<file path="src/rtl/core/assert_macros.svh">
// Assertion helpers shared by the RTL. Every check is clocked on aclk and
// is switched off while aresetn is low.
`ifndef ASSERT_MACROS_SVH
`define ASSERT_MACROS_SVH

// The property must hold at every clock edge.
`define ASSERT_ALWAYS(label, prop, msg) \
    label: assert property (@(posedge aclk) disable iff (!aresetn) (prop)) else $error(msg);

// If the condition holds now, the consequence holds at the same edge.
`define ASSERT_IMPLY(label, ante, cons, msg) \
    label: assert property (@(posedge aclk) disable iff (!aresetn) (ante) |-> (cons)) else $error(msg);

// If the condition holds now, the consequence holds at the next clock edge.
`define ASSERT_NEXT(label, ante, cons, msg) \
    label: assert property (@(posedge aclk) disable iff (!aresetn) (ante) |=> (cons)) else $error(msg);

`endif

</file>
<file path="src/rtl/core/olist_pkg.sv">
package olist_pkg;

    localparam int MODE_W    = 2;
    localparam int VALUE_W   = 32;
    localparam int POS_W     = 7;
    localparam int S_TDATA_W = 40;
    localparam int M_TDATA_W = 40;

    localparam logic [MODE_W-1:0] MODE_INSERT = 2'd0;
    localparam logic [MODE_W-1:0] MODE_REMOVE = 2'd1;
    localparam logic [MODE_W-1:0] MODE_READ   = 2'd2;

endpackage

</file>
<file path="src/rtl/core/olist_ram.sv">
module olist_ram import olist_pkg::*; #(
    parameter int DEPTH  = 64,
    parameter int ADDR_W = 6
) (
    input  logic               aclk,
    input  logic               we,
    input  logic [ADDR_W-1:0]  waddr,
    input  logic [VALUE_W-1:0] wdata,
    input  logic [ADDR_W-1:0]  raddr,
    output logic [VALUE_W-1:0] rdata
);

    logic [VALUE_W-1:0] mem [DEPTH];
    logic [VALUE_W-1:0] rdata_reg;

    always_ff @(posedge aclk) begin
        if (we) begin
            mem[waddr] <= wdata;
        end
        rdata_reg <= mem[raddr];
    end

    assign rdata = rdata_reg;

endmodule

</file>
<file path="src/rtl/core/ordered_list_engine.sv">
// Channel  Dir  Fields (lowest bit first)
// s_       in   tuser: mode[1:0]; tdata: value[31:0], position[38:32], zero pad
// m_       out  tdata: ok[0], read_value[32:1], is_empty[33], zero pad
//
// The list is a circular buffer in one RAM with one write and one read port.
// Inserts and requests refused on entry go from ST_IDLE straight to ST_DONE; a read
// waits in ST_RDWAIT for the RAM data; a remove runs in ST_SCAN, with one RAM
// read per stored entry, and the tail is pulled forward during the same pass.
// One item is worked on at a time; s_tready is high only between items.
// A result that m_tready stalls stays in the output register; the next item
// is then accepted but its result waits until the register is free.
// Reset clears the state, entry count, head pointer, pend and found flags and m_tvalid; the RAM needs no clearing.
`include "assert_macros.svh"

module ordered_list_engine import olist_pkg::*; #(
    parameter int CAPACITY = 64
) (
    input  logic                 aclk,
    input  logic                 aresetn,
    input  logic                 s_tvalid,
    output logic                 s_tready,
    input  logic [S_TDATA_W-1:0] s_tdata,  // value[31:0], position[38:32]
    input  logic [MODE_W-1:0]    s_tuser,  // mode[1:0]
    output logic                 m_tvalid,
    input  logic                 m_tready,
    output logic [M_TDATA_W-1:0] m_tdata   // ok[0], read_value[32:1], is_empty[33]
);

    localparam int IDX_W = (CAPACITY > 1) ? $clog2(CAPACITY) : 1;
    localparam int CNT_W = $clog2(CAPACITY + 1);
    localparam int OFS_W = (IDX_W > POS_W) ? IDX_W : POS_W;
    localparam int CMP_W = (CNT_W > POS_W) ? CNT_W : POS_W;
    localparam logic [CNT_W-1:0] CAP_CNT  = CNT_W'(CAPACITY);
    localparam logic [IDX_W-1:0] LAST_IDX = IDX_W'(CAPACITY - 1);
    localparam logic [IDX_W:0]   CAP_SUM  = (IDX_W + 1)'(CAPACITY);

    typedef enum logic [1:0] {ST_IDLE, ST_SCAN, ST_RDWAIT, ST_DONE} state_t;

    function automatic logic [IDX_W-1:0] wrap_inc(input logic [IDX_W-1:0] a);
        return (a == LAST_IDX) ? '0 : a + 1'b1;
    endfunction

    state_t             state_reg, state_next;
    logic [IDX_W-1:0]   head_reg, head_next;
    logic [CNT_W-1:0]   count_reg, count_next;
    logic [VALUE_W-1:0] val_reg, val_next;
    logic [CNT_W-1:0]   scan_cnt_reg, scan_cnt_next;
    logic [IDX_W-1:0]   rd_ptr_reg, rd_ptr_next;
    logic [IDX_W-1:0]   arr_addr_reg, arr_addr_next;
    logic [IDX_W-1:0]   prev_addr_reg, prev_addr_next;
    logic               pend_reg, pend_next;
    logic               found_reg, found_next;
    logic               res_ok_reg, res_ok_next;
    logic [VALUE_W-1:0] res_data_reg, res_data_next;
    logic               m_tvalid_reg, m_tvalid_next;
    logic               m_ok_reg, m_ok_next;
    logic [VALUE_W-1:0] m_data_reg, m_data_next;
    logic               m_empty_reg, m_empty_next;

    logic               mem_we;
    logic [IDX_W-1:0]   mem_waddr;
    logic [VALUE_W-1:0] mem_wdata;
    logic [IDX_W-1:0]   mem_raddr;
    logic [VALUE_W-1:0] mem_rdata;

    logic [MODE_W-1:0]  in_mode;
    logic [VALUE_W-1:0] in_value;
    logic [POS_W-1:0]   in_pos;
    logic [OFS_W-1:0]   pos_m1;
    logic [IDX_W:0]     rd_sum;
    logic [IDX_W-1:0]   rd_addr;
    logic               pos_ok;
    logic               scan_issue;
    logic               scan_end;
    logic               accept;

    assign in_mode  = s_tuser;
    assign in_value = s_tdata[VALUE_W-1:0];
    assign in_pos   = s_tdata[VALUE_W+POS_W-1:VALUE_W];
    assign accept   = s_tvalid && s_tready;
    assign s_tready = (state_reg == ST_IDLE);

    // Position p lives at head + p - 1, wrapped once around the buffer.
    assign pos_m1 = OFS_W'(in_pos) - 1'b1;
    assign rd_sum = {1'b0, head_reg} + {1'b0, pos_m1[IDX_W-1:0]};
    assign rd_addr = (rd_sum >= CAP_SUM) ? IDX_W'(rd_sum - CAP_SUM) : rd_sum[IDX_W-1:0];
    assign pos_ok = (in_pos != '0) && (CMP_W'(in_pos) <= CMP_W'(count_reg));

    assign scan_issue = (scan_cnt_reg != count_reg);
    assign scan_end   = !pend_reg && !scan_issue;

    always_comb begin
        state_next     = state_reg;
        head_next      = head_reg;
        count_next     = count_reg;
        val_next       = val_reg;
        scan_cnt_next  = scan_cnt_reg;
        rd_ptr_next    = rd_ptr_reg;
        arr_addr_next  = arr_addr_reg;
        prev_addr_next = prev_addr_reg;
        pend_next      = pend_reg;
        found_next     = found_reg;
        res_ok_next    = res_ok_reg;
        res_data_next  = res_data_reg;
        m_tvalid_next  = m_tvalid_reg && !m_tready;
        m_ok_next      = m_ok_reg;
        m_data_next    = m_data_reg;
        m_empty_next   = m_empty_reg;
        mem_we         = 1'b0;
        mem_waddr      = prev_addr_reg;
        mem_wdata      = mem_rdata;
        mem_raddr      = rd_ptr_reg;

        case (state_reg)
            ST_IDLE: begin
                if (accept) begin
                    val_next      = in_value;
                    res_ok_next   = 1'b0;
                    res_data_next = '0;
                    state_next    = ST_DONE;
                    case (in_mode)
                        MODE_INSERT: begin
                            if (count_reg != CAP_CNT) begin
                                head_next   = (head_reg == '0) ? LAST_IDX : head_reg - 1'b1;
                                mem_we      = 1'b1;
                                mem_waddr   = head_next;
                                mem_wdata   = in_value;
                                count_next  = count_reg + 1'b1;
                                res_ok_next = 1'b1;
                            end
                        end
                        MODE_REMOVE: begin
                            if (count_reg != '0) begin
                                rd_ptr_next   = head_reg;
                                scan_cnt_next = '0;
                                pend_next     = 1'b0;
                                found_next    = 1'b0;
                                state_next    = ST_SCAN;
                            end
                        end
                        MODE_READ: begin
                            if (pos_ok) begin
                                mem_raddr  = rd_addr;
                                state_next = ST_RDWAIT;
                            end
                        end
                        default: begin
                        end
                    endcase
                end
            end
            ST_SCAN: begin
                // One pass: read each entry in order; once the match is seen,
                // every later entry is written back one place toward the head.
                pend_next = 1'b0;
                if (scan_issue) begin
                    mem_raddr     = rd_ptr_reg;
                    rd_ptr_next   = wrap_inc(rd_ptr_reg);
                    arr_addr_next = rd_ptr_reg;
                    scan_cnt_next = scan_cnt_reg + 1'b1;
                    pend_next     = 1'b1;
                end
                if (pend_reg) begin
                    if (found_reg) begin
                        mem_we = 1'b1;
                    end else if (mem_rdata == val_reg) begin
                        found_next = 1'b1;
                    end
                    prev_addr_next = arr_addr_reg;
                end
                if (scan_end) begin
                    res_ok_next = found_reg;
                    if (found_reg) begin
                        count_next = count_reg - 1'b1;
                    end
                    state_next = ST_DONE;
                end
            end
            ST_RDWAIT: begin
                res_ok_next   = 1'b1;
                res_data_next = mem_rdata;
                state_next    = ST_DONE;
            end
            ST_DONE: begin
                if (!m_tvalid_reg || m_tready) begin
                    m_tvalid_next = 1'b1;
                    m_ok_next     = res_ok_reg;
                    m_data_next   = res_data_reg;
                    m_empty_next  = (count_reg == '0);
                    state_next    = ST_IDLE;
                end
            end
            default: begin
                state_next = ST_IDLE;
            end
        endcase
    end

    always_ff @(posedge aclk) begin
        if (!aresetn) begin
            state_reg    <= ST_IDLE;
            head_reg     <= '0;
            count_reg    <= '0;
            pend_reg     <= 1'b0;
            found_reg    <= 1'b0;
            m_tvalid_reg <= 1'b0;
        end else begin
            state_reg    <= state_next;
            head_reg     <= head_next;
            count_reg    <= count_next;
            pend_reg     <= pend_next;
            found_reg    <= found_next;
            m_tvalid_reg <= m_tvalid_next;
        end
        val_reg       <= val_next;
        scan_cnt_reg  <= scan_cnt_next;
        rd_ptr_reg    <= rd_ptr_next;
        arr_addr_reg  <= arr_addr_next;
        prev_addr_reg <= prev_addr_next;
        res_ok_reg    <= res_ok_next;
        res_data_reg  <= res_data_next;
        m_ok_reg      <= m_ok_next;
        m_data_reg    <= m_data_next;
        m_empty_reg   <= m_empty_next;
    end

    olist_ram #(
        .DEPTH  (CAPACITY),
        .ADDR_W (IDX_W)
    ) u_ram (
        .aclk  (aclk),
        .we    (mem_we),
        .waddr (mem_waddr),
        .wdata (mem_wdata),
        .raddr (mem_raddr),
        .rdata (mem_rdata)
    );

    assign m_tvalid = m_tvalid_reg;
    assign m_tdata  = {{(M_TDATA_W - VALUE_W - 2){1'b0}}, m_empty_reg, m_data_reg, m_ok_reg};

    `ASSERT_ALWAYS(a_count_in_range, count_reg <= CAP_CNT, "entry count exceeds capacity")
    `ASSERT_IMPLY(a_write_states, mem_we, state_reg == ST_IDLE || state_reg == ST_SCAN, "RAM written outside insert or remove")
    `ASSERT_NEXT(a_done_holds, state_reg == ST_DONE && m_tvalid_reg && !m_tready, state_reg == ST_DONE, "result dropped while output stalled")
    `ASSERT_NEXT(a_remove_count, state_reg == ST_SCAN && scan_end && found_reg, (count_reg + 1'b1) == $past(count_reg), "remove did not shorten the list by one")

endmodule
</file>
<file path="config.mk">
export PLATFORM = sky130hd
export DESIGN_NAME = ordered_list_engine
export DESIGN_NICKNAME = d
export VERILOG_FILES = /design/src/rtl/core/olist_pkg.sv /design/src/rtl/core/olist_ram.sv /design/src/rtl/core/ordered_list_engine.sv
export VERILOG_INCLUDE_DIRS = /design/src /design/src/rtl/core
export SDC_FILE = /design/constraint.sdc
export NUM_CORES = 2
export LEC_CHECK = 0
export ABC_AREA = 1
export BUFFER_PORTS_ARGS = -buffer_cell sky130_fd_sc_hd__buf_2
export CORE_ASPECT_RATIO = 0.5
export CORE_UTILIZATION = 55
export DETAILED_ROUTE_END_ITERATION = 8
export HOLD_SLACK_MARGIN = 0.05
export PLACE_DENSITY_LB_ADDON = 0.3
export SYNTH_ARGS = -nofsm -noshare
export SYNTH_HDL_FRONTEND = slang
export SYNTH_SLANG_ARGS = --single-unit
</file>
<file path="constraint.sdc">
create_clock -name aclk -period 9.5 [get_ports aclk]
set_input_delay 0.95 -clock aclk [delete_from_list [all_inputs] [get_ports aclk]]
set_output_delay 0.95 -clock aclk [all_outputs]
set_load 0.02 [all_outputs]
</file>
==> results.cfg <==
[outcome]
status = completed

[yosys]
synth_warnings = 0
syn_area_sq_um = 97100
synth_largest_area_cell = edfxtp_1
synth_top_area_frac = 0.672
ys_seq_area_frac = 0.682
ys_ff_latch = 2222
syn-instance-count = 9262
ys_top_cells_by_area = edfxtp_1, nand3_1, nand2_1
synth.avg_cell_area_sq_um = 10.5
ys_types = 44

[timing]
final-setup-viol-count = 0
drv_slew = 0
worstMarginPinSlew_ns = 1.19
slew_headroom = 0.204
hold_violations = 0
min_period_ns = 5.72
fin_skew_ns = 0.0470
period_share = 0.602
rsz0062_at_grt = false
fmax_mhz = 175
fin_tns_setup_ns = 0

[cells_and_area]
multi_input_area_sq_um = 22300
seq_area_sq_um = 66200
fin_area_sq_um = 106000
largest-register = u_ram.mem
syn_to_final_growth_pct = 9.44
finalNetCount = 9293
drive_above_1_share = 0.0672
mostFrequentLayoutCells = edfxtp_1, nand2_1, nand3_1
layout_commonest_cell = edfxtp_1
n_fill_cell = 13157
largest_reg_flops = 2048

[critical_path]
slowest_delay_ns = 0.72
cp_data_required_time_ns = 10.24
critPathSlowestCell = buf_4
crit_fanout = 128
crit_chain = inv_1, ha_1, nand2_1, inv_1, a21oi_1, nand2_1, nand2_2, nand3_4, nand2_2, buf_4, nand2_8, buf_4, buf_4, nand2_1, nand2_1, nand2_1, nand3_1, nand3_1, nand3_1, nand3_1, nand2_1
cp-end-kind = flip-flop
cp-start-kind = flip-flop
cp_common_cell = nand2_1
crit_type = flip-flop to flip-flop
worstPathArrival_ns = 6.45

[placed_design]
io_buffers = 80
gp_congestion = 0.924
detailed_place.area_sq_um = 100000
hpwl_um = 140000

[global_routing]
busiest_layer = met2
use_met1 = 0.403
met3_usage = 0.0769
grt-ovfl-total = 0
first_global_vias = 62167
grt_max_degree = 196
grt_first_pass_wirelength_um = 386000
grt_util_all_layers = 0.293
use_met2 = 0.450
antenna_found_initial = 10

[worst_hold_path]
hold_path_class = primary input to flip-flop

[route]
firstDrtPassIters = 6
viasPerCell = 5.64
vias = 65828
routedWlPerCell_um = 22.6
drc = 0
ant_nets = 0
first_iter_violations = 9322
totalWireLength_um = 264000

[floorplanning]
die_h_um = 299
ios = 88
design.core.area_sq_um = 174000
start_util = 0.557
fp-row-count = 108
dieArea_sq_um = 178000
die_w_um = 596

[clock_network]
cts_buffers = 197
path_clk_slew_ns = 0.07
root_buffer = clkbuf_16
h-tree-depth = 4
post_cts_buffers = 0
cts_tree = done
cts_sinks = 2222
hold_buffers = 0
cts_buffer_depth = 4
insertion_delay_ns = 0.85
cts_resized = 0

[pwr]
power_mw = 29.0
power_leakage_nw = 44.3
ir_drop_uv = 254
p_per_area_nw_per_um2 = 273

[run]
max-cap-violations = 0
==> worst paths after layout <==
kind                                  startpoint                  endpoint  slack, ns  cells past startpoint
setup / recovery       count_reg[5]$_SDFFE_PN0P_   u_ram.rdata[18]$_DFF_P_       3.78                     21
hold / removal                        s_tdata[2]      val_reg[2]$_DFFE_PP_       0.30                      1
setup reg to reg       count_reg[5]$_SDFFE_PN0P_   u_ram.rdata[18]$_DFF_P_       3.78                     21
hold reg to reg   res_data_reg[12]$_SDFFCE_PN0P_  m_data_reg[12]$_DFFE_PP_       0.42                      0
==> per-layer routing <==
layer | share of wire | routed length [um] | up-vias
li1 | - | - | 30125
met1 | 0.38 | 101000 | 31453
met2 | 0.45 | 118000 | 3689
met3 | 0.13 | 35100 | 561
met4 | 0.039 | 10300 | 0
met5 | 0 | 0 | -
==> worst max-delay path, delay by kind of cell (launching register included) <==
| kind | cells | cell delay, ns |
|---|---|---|
| fa+ha+maj | 1 | 0.27 |
| compound gates | 1 | 0.14 |
| flops | 1 | 0.47 |
| buf+inv | 5 | 1.99 |
| simple gates | 14 | 2.44 |
==> cells by family (layout without fill, tap and decap cells) <==
kind of cell	Yosys count	in the layout	share of synthesized area
flops	2222	2222	0.682
compound gates	101	101	0.00581
other cells	1	9	0.0000386
simple gates	4495	4495	0.208
xor+xnor	31	31	0.00280
buf+inv	2379	2467	0.0972
fa+ha+maj	33	33	0.00441
==> layout make-up <==
class / count / area share
Tap cell: 2310 / 0.0272
Clock buffer: 247 / 0.0488
Multi-Input combinational cell: 4666 / 0.210
Sequential cell: 2222 / 0.623
Inverter: 1892 / 0.0670
Antenna cell: 3 / 0.0000707
Timing Repair Buffer: 235 / 0.0165
Clock inverter: 93 / 0.00741
==> stage by stage <==
step / std cells / setup WS (ns) / hold slack, ns / utilization
2_1_floorplan: 9267 / 4.49 / 0.400 / -
6_report: 11668 / 3.78 / 0.304 / 0.609
4_1_cts: 11665 / 3.92 / 0.272 / 0.609
3_5_place_dp: 11325 / 3.36 / 0.405 / 0.575
3_3_place_gp: 11325 / 3.43 / 0.402 / 0.575
5_1_grt: 11666 / 3.38 / 0.286 / 0.609
==> report_power, final <==
group,switching (mW),leakage [nW],total (mW),internal [mW]
registers,0.203,20.0,12.8,12.6
logic,6.71,21.3,8.53,1.81
clock network,3.50,2.93,7.72,4.22
total,10.4,44.3,29.0,18.6
==> synth_stat cells, drive strengths merged <==
cell,number
inv,1890
nor2,102
clkbuf,102
dfxtp,50
ha,31
o211ai,3
a31oi,1
a211oi,3
nor3,10
nor4,7
buf,385
o221ai,1
nand4,12
o21ai,49
clkinv,2
fa,2
edfxtp,2172
or2,14
a21oi,35
conb,1
nor3b,1
xor2,13
nand3,2008
o2111ai,5
o22ai,4
nand2,2179
or4,1
xnor2,18
nand3b,161
Note: power is estimated with default switching activity, not from simulation.
